<file path="src/sv/isc_pkg.sv">
package isc_pkg;

  // width of a count and the prime it is reduced by
  localparam int unsigned COUNT_W = 30;
  localparam logic [COUNT_W-1:0] MODULUS = 30'd1000000007;

  // sequencer states
  typedef enum logic [2:0] {
    ST_CLEAR,
    ST_IDLE,
    ST_QUERY,
    ST_COUNT,
    ST_UPDATE,
    ST_TOTAL,
    ST_EMIT
  } isc_state_e;

endpackage

</file>
<file path="src/sv/isc_addmod.sv">
module isc_addmod (
  input  logic [isc_pkg::COUNT_W-1:0] a_i,
  input  logic [isc_pkg::COUNT_W-1:0] b_i,
  output logic [isc_pkg::COUNT_W-1:0] sum_o
);
  import isc_pkg::*;

  logic [COUNT_W:0] raw;
  logic [COUNT_W:0] reduced;

  // add and fold back once, both operands are already below the modulus
  always_comb begin
    raw     = {1'b0, a_i} + {1'b0, b_i};
    reduced = raw - {1'b0, MODULUS};
    if (raw >= {1'b0, MODULUS}) begin
      sum_o = reduced[COUNT_W-1:0];
    end else begin
      sum_o = raw[COUNT_W-1:0];
    end
  end

endmodule

</file>
<file path="config.mk">
export PLATFORM = sky130hd
export DESIGN_NAME = isc_addmod
export DESIGN_NICKNAME = d
export VERILOG_FILES = /design/src/sv/isc_pkg.sv /design/src/sv/isc_addmod.sv
export SDC_FILE = /design/constraint.sdc
export NUM_CORES = 1
export LEC_CHECK = 0
export ABC_AREA = 1
export BUFFER_PORTS_ARGS = -buffer_cell sky130_fd_sc_hd__buf_2
export CAP_MARGIN = 20
export CORE_ASPECT_RATIO = 1.25
export CORE_MARGIN = 4
export CORE_UTILIZATION = 63
export DETAILED_ROUTE_END_ITERATION = 6
export GPL_ROUTABILITY_DRIVEN = 1
export MAX_ROUTING_LAYER = met4
export PLACE_DENSITY_LB_ADDON = 0.05
export SLEW_MARGIN = 20
export SYNTH_ARGS = -nofsm -noshare
export SYNTH_HDL_FRONTEND = slang
export SYNTH_SLANG_ARGS = --single-unit
</file>
<file path="constraint.sdc">
create_clock -name vclk -period 9.6
set_input_delay 1.92 -clock vclk [all_inputs]
set_output_delay 1.92 -clock vclk [all_outputs]
set_load 0.005 [all_outputs]
</file>
==> impl_metrics.sql <==
INSERT INTO impl_metrics (metric_group, metric, value, unit) VALUES
('route', 'routed-via-count', '5255', ''),
('sta', 'finalWorstPathRequiredPeriod', '7.182', 'ns'),
('cts', 'postCtsSetupRepairBufs', '0', ''),
('grt', 'pin_count_of_the_biggest_net_entering_global_routing', '54', ''),
('sta', 'final_hold_viol_count', '0', ''),
('sta', 'grt_setup_unrepaired', 'no', ''),
('route', 'drtAntennaViolNets', '0', ''),
('sta', 'final.period_utilization', '74.81', '%'),
('route', 'route.detailed.drc', '0', ''),
('grt', 'wire_length_of_the_first_global_routing_pass', '19690', 'um'),
('placement', 'dp_hpwl', '10710', 'um'),
('cts', 'post_cts_resize_count', '0', ''),
('sta', 'setup-tns-final', '0', 'ns'),
('floorplan', 'core_area', '6126', 'sq um'),
('worst_setup_path', 'startpoint', 'a_i[0]', ''),
('floorplan', 'boundaryPins', '90', ''),
('worst_setup_path', 'timing.critical_path.required', '7.68', 'ns'),
('worst_setup_path', 'crit_path_max_fanout', '53', ''),
('hold_path', 'worstHoldStart', 'b_i[0]', ''),
('route', 'routed_wirelength', '12140', 'um'),
('floorplan', 'chipWidth', '78.81', 'um'),
('logic_synthesis', 'seq_area_frac_synth', '0', '%'),
('logic_synthesis', 'synth_cell_type_count', '31', ''),
('worst_setup_path', 'cp.arrival', '5.26', 'ns'),
('floorplan', 'die_h', '96.52', 'um'),
('status', 'outcome', 'finished clean', ''),
('logic_synthesis', 'xor_xnor_portion_of_the_synthesized_cell_area', '4.404', '%'),
('placement', 'io_buffer_count', '90', ''),
('run', 'max_cap_viols', '0', ''),
('logic_synthesis', 'synth-compound-area-share', '6.622', '%'),
('final_layout', 'final.clkbuf_count', '0', ''),
('route', 'drt_pre_antenna_iters', '5', ''),
('cts', 'hold_buffers_post_cts', '0', ''),
('route', 'wire_per_inst', '12.15', 'um'),
('grt', 'gr-usage-met1', '34.71', '%'),
('logic_synthesis', 'synthesized_area_fraction_occupied_by_adder_cells', '10.33', '%'),
('worst_setup_path', 'setup.worst_path.class', 'input port to output pin', ''),
('worst_setup_path', 'start_kind', 'input port', ''),
('grt', 'grt_util_met3', '1.206', '%'),
('logic_synthesis', 'synthSimpleGateAreaFrac', '61.63', '%'),
('worst_setup_path', 'worstPathCellList', 'buf_2, ha_1, inv_1, fa_1, inv_1, nand3_1, nand2_1, nand2_1, nand2_1, nand3_2, nor2_4, nand2_2, nand2_1, nand2_1, nand2_1, nand2_1, nand2_1, nand2_2, nand2_4, nand3_4, nand2_1, nand2_1, nand2_1, buf_2', ''),
('logic_synthesis', 'ys_warn_count', '0', ''),
('final_layout', 'antenna_cells_inserted', '0', ''),
('final_layout', 'syn2layout_area_growth', '12.58', '%'),
('final_layout', 'postLayoutCoreUtil', '72.57', '%'),
('floorplan', 'initial_core_util', '64.46', '%'),
('power_and_ir_drop', 'max-vdd-ir-drop', '0.08428', 'mV'),
('grt', 'first_global_vias', '4694', ''),
('power_and_ir_drop', 'power.total', '0.4054', 'mW'),
('sta', 'drv_slew', '0', ''),
('sta', 'max_clock_freq', '0.1392', 'GHz'),
('logic_synthesis', 'proportion_of_synthesized_area_in_mux_cells', '0', '%'),
('floorplan', 'die-area', '7606', 'sq um'),
('final_layout', 'sequential_cell_total', '0', ''),
('power_and_ir_drop', 'pwr_density_cell', '91.19', 'nW/um^2'),
('sta', 'slew_at_the_pin_closest_to_its_max_slew_limit', '0.5659', 'ns'),
('grt', 'gr-max-usage-layer', 'met2', ''),
('sta', 'worst_slew_margin_rel', '62.27', '%'),
('sta', 'finalSetupViolCount', '0', ''),
('grt', 'antenna_violations_before_repair', '0', ''),
('power_and_ir_drop', 'p_leak', '2.822', 'nW'),
('logic_synthesis', 'synth_top_family_by_area', 'simple AND/OR/NAND/NOR gates', ''),
('grt', 'gr-usage-all-layers', '31.99', '%'),
('logic_synthesis', 'synthesis.nets', '922', ''),
('logic_synthesis', 'post_synth_instance_area', '3949', 'sq um'),
('worst_setup_path', 'worst_path_max_delay_cell', 'sky130_fd_sc_hd__nand3_4', ''),
('grt', 'grt_use_met2', '61.69', '%'),
('placement', 'final_gp_congestion', '0.9708', ''),
('sta', 'whs', '4.360', 'ns'),
('worst_setup_path', 'cp_common_cell', 'sky130_fd_sc_hd__nand2_1', ''),
('floorplan', 'rows', '32', '');
==> kinds of logic (layout without fill, tap and decap cells) <==
| logic type | Yosys count | after routing |
|---|---|---|
| simple gates | 561 | 561 |
| fa+ha+maj | 32 | 32 |
| xor+xnor | 19 | 19 |
| compound gates | 49 | 49 |
| buf+inv | 169 | 253 |
==> worst paths after layout <==
path | endpoint | slack [ns] | depth (start not counted)
worst max-delay path | sum_o[16] | 2.42 | 24
worst min-delay path | sum_o[0] | 4.36 | 4
==> stage by stage <==
stage          setup slack, ns  cells  cell area [sq um]
5_1_grt                  2.146    999               4446
2_1_floorplan            3.437    830               3949
4_1_cts                  2.477    999               4446
3_3_place_gp             2.742    999               4446
6_report                 2.418    999               4446
3_5_place_dp             2.483    999               4446
==> Yosys cell counts, types with 5 or more instances <==
library cell,n,area [sq um]
sky130_fd_sc_hd__nand4_1,23,143.9
sky130_fd_sc_hd__o21ai_1,17,85.08
sky130_fd_sc_hd__ha_1,31,387.9
sky130_fd_sc_hd__nor2_1,62,232.7
sky130_fd_sc_hd__nand3_1,69,345.3
sky130_fd_sc_hd__nand2_1,353,1325
sky130_fd_sc_hd__nor2_2,16,100.1
sky130_fd_sc_hd__xor2_1,16,140.1
sky130_fd_sc_hd__inv_1,139,521.8
sky130_fd_sc_hd__nand2_2,13,81.33
sky130_fd_sc_hd__inv_2,22,82.58
sky130_fd_sc_hd__nor3_1,5,25.02
sky130_fd_sc_hd__and2_1,6,37.54
sky130_fd_sc_hd__a21oi_1,22,110.1
==> cell usage in the layout (no fill, tap or decap), drive strengths merged <==
master | synthesis | routed
and3 | 1 | 1
inv | 161 | 161
and2 | 6 | 6
or2 | 1 | 1
buf | 6 | 90
ha | 31 | 31
a21oi | 22 | 22
nand4 | 23 | 23
nand2 | 367 | 367
nand3 | 73 | 73
o21ai | 23 | 23
xor2 | 17 | 17
nor3 | 5 | 5
o21bai | 3 | 3
o22ai | 1 | 1
nor2 | 81 | 81
clkinv | 2 | 2
nand3b | 4 | 4
fa | 1 | 1
xnor2 | 2 | 2
==> area by class of cell <==
| cell class | instances | area, sq um |
|---|---|---|
| multi-input cells | 661 | 3277 |
| fillers | 626 | 1680 |
| inverters | 163 | 611.8 |
| repair buffers | 90 | 450.4 |
| well taps | 85 | 106.4 |
==> power by group <==
group / switching [mW] / internal (mW) / total [mW]
logic: 0.261 / 0.144 / 0.405
registers: 0 / 0 / 0
clock network: 0 / 0 / 0
total: 0.261 / 0.144 / 0.405
==> metal layers <==
layer,share of wire (%),vias up
li1,-,2736
met1,39,2278
met2,51,200
met3,5.9,41
met4,4.0,0
met5,0,-
Power figures use the tool's default switching activity.
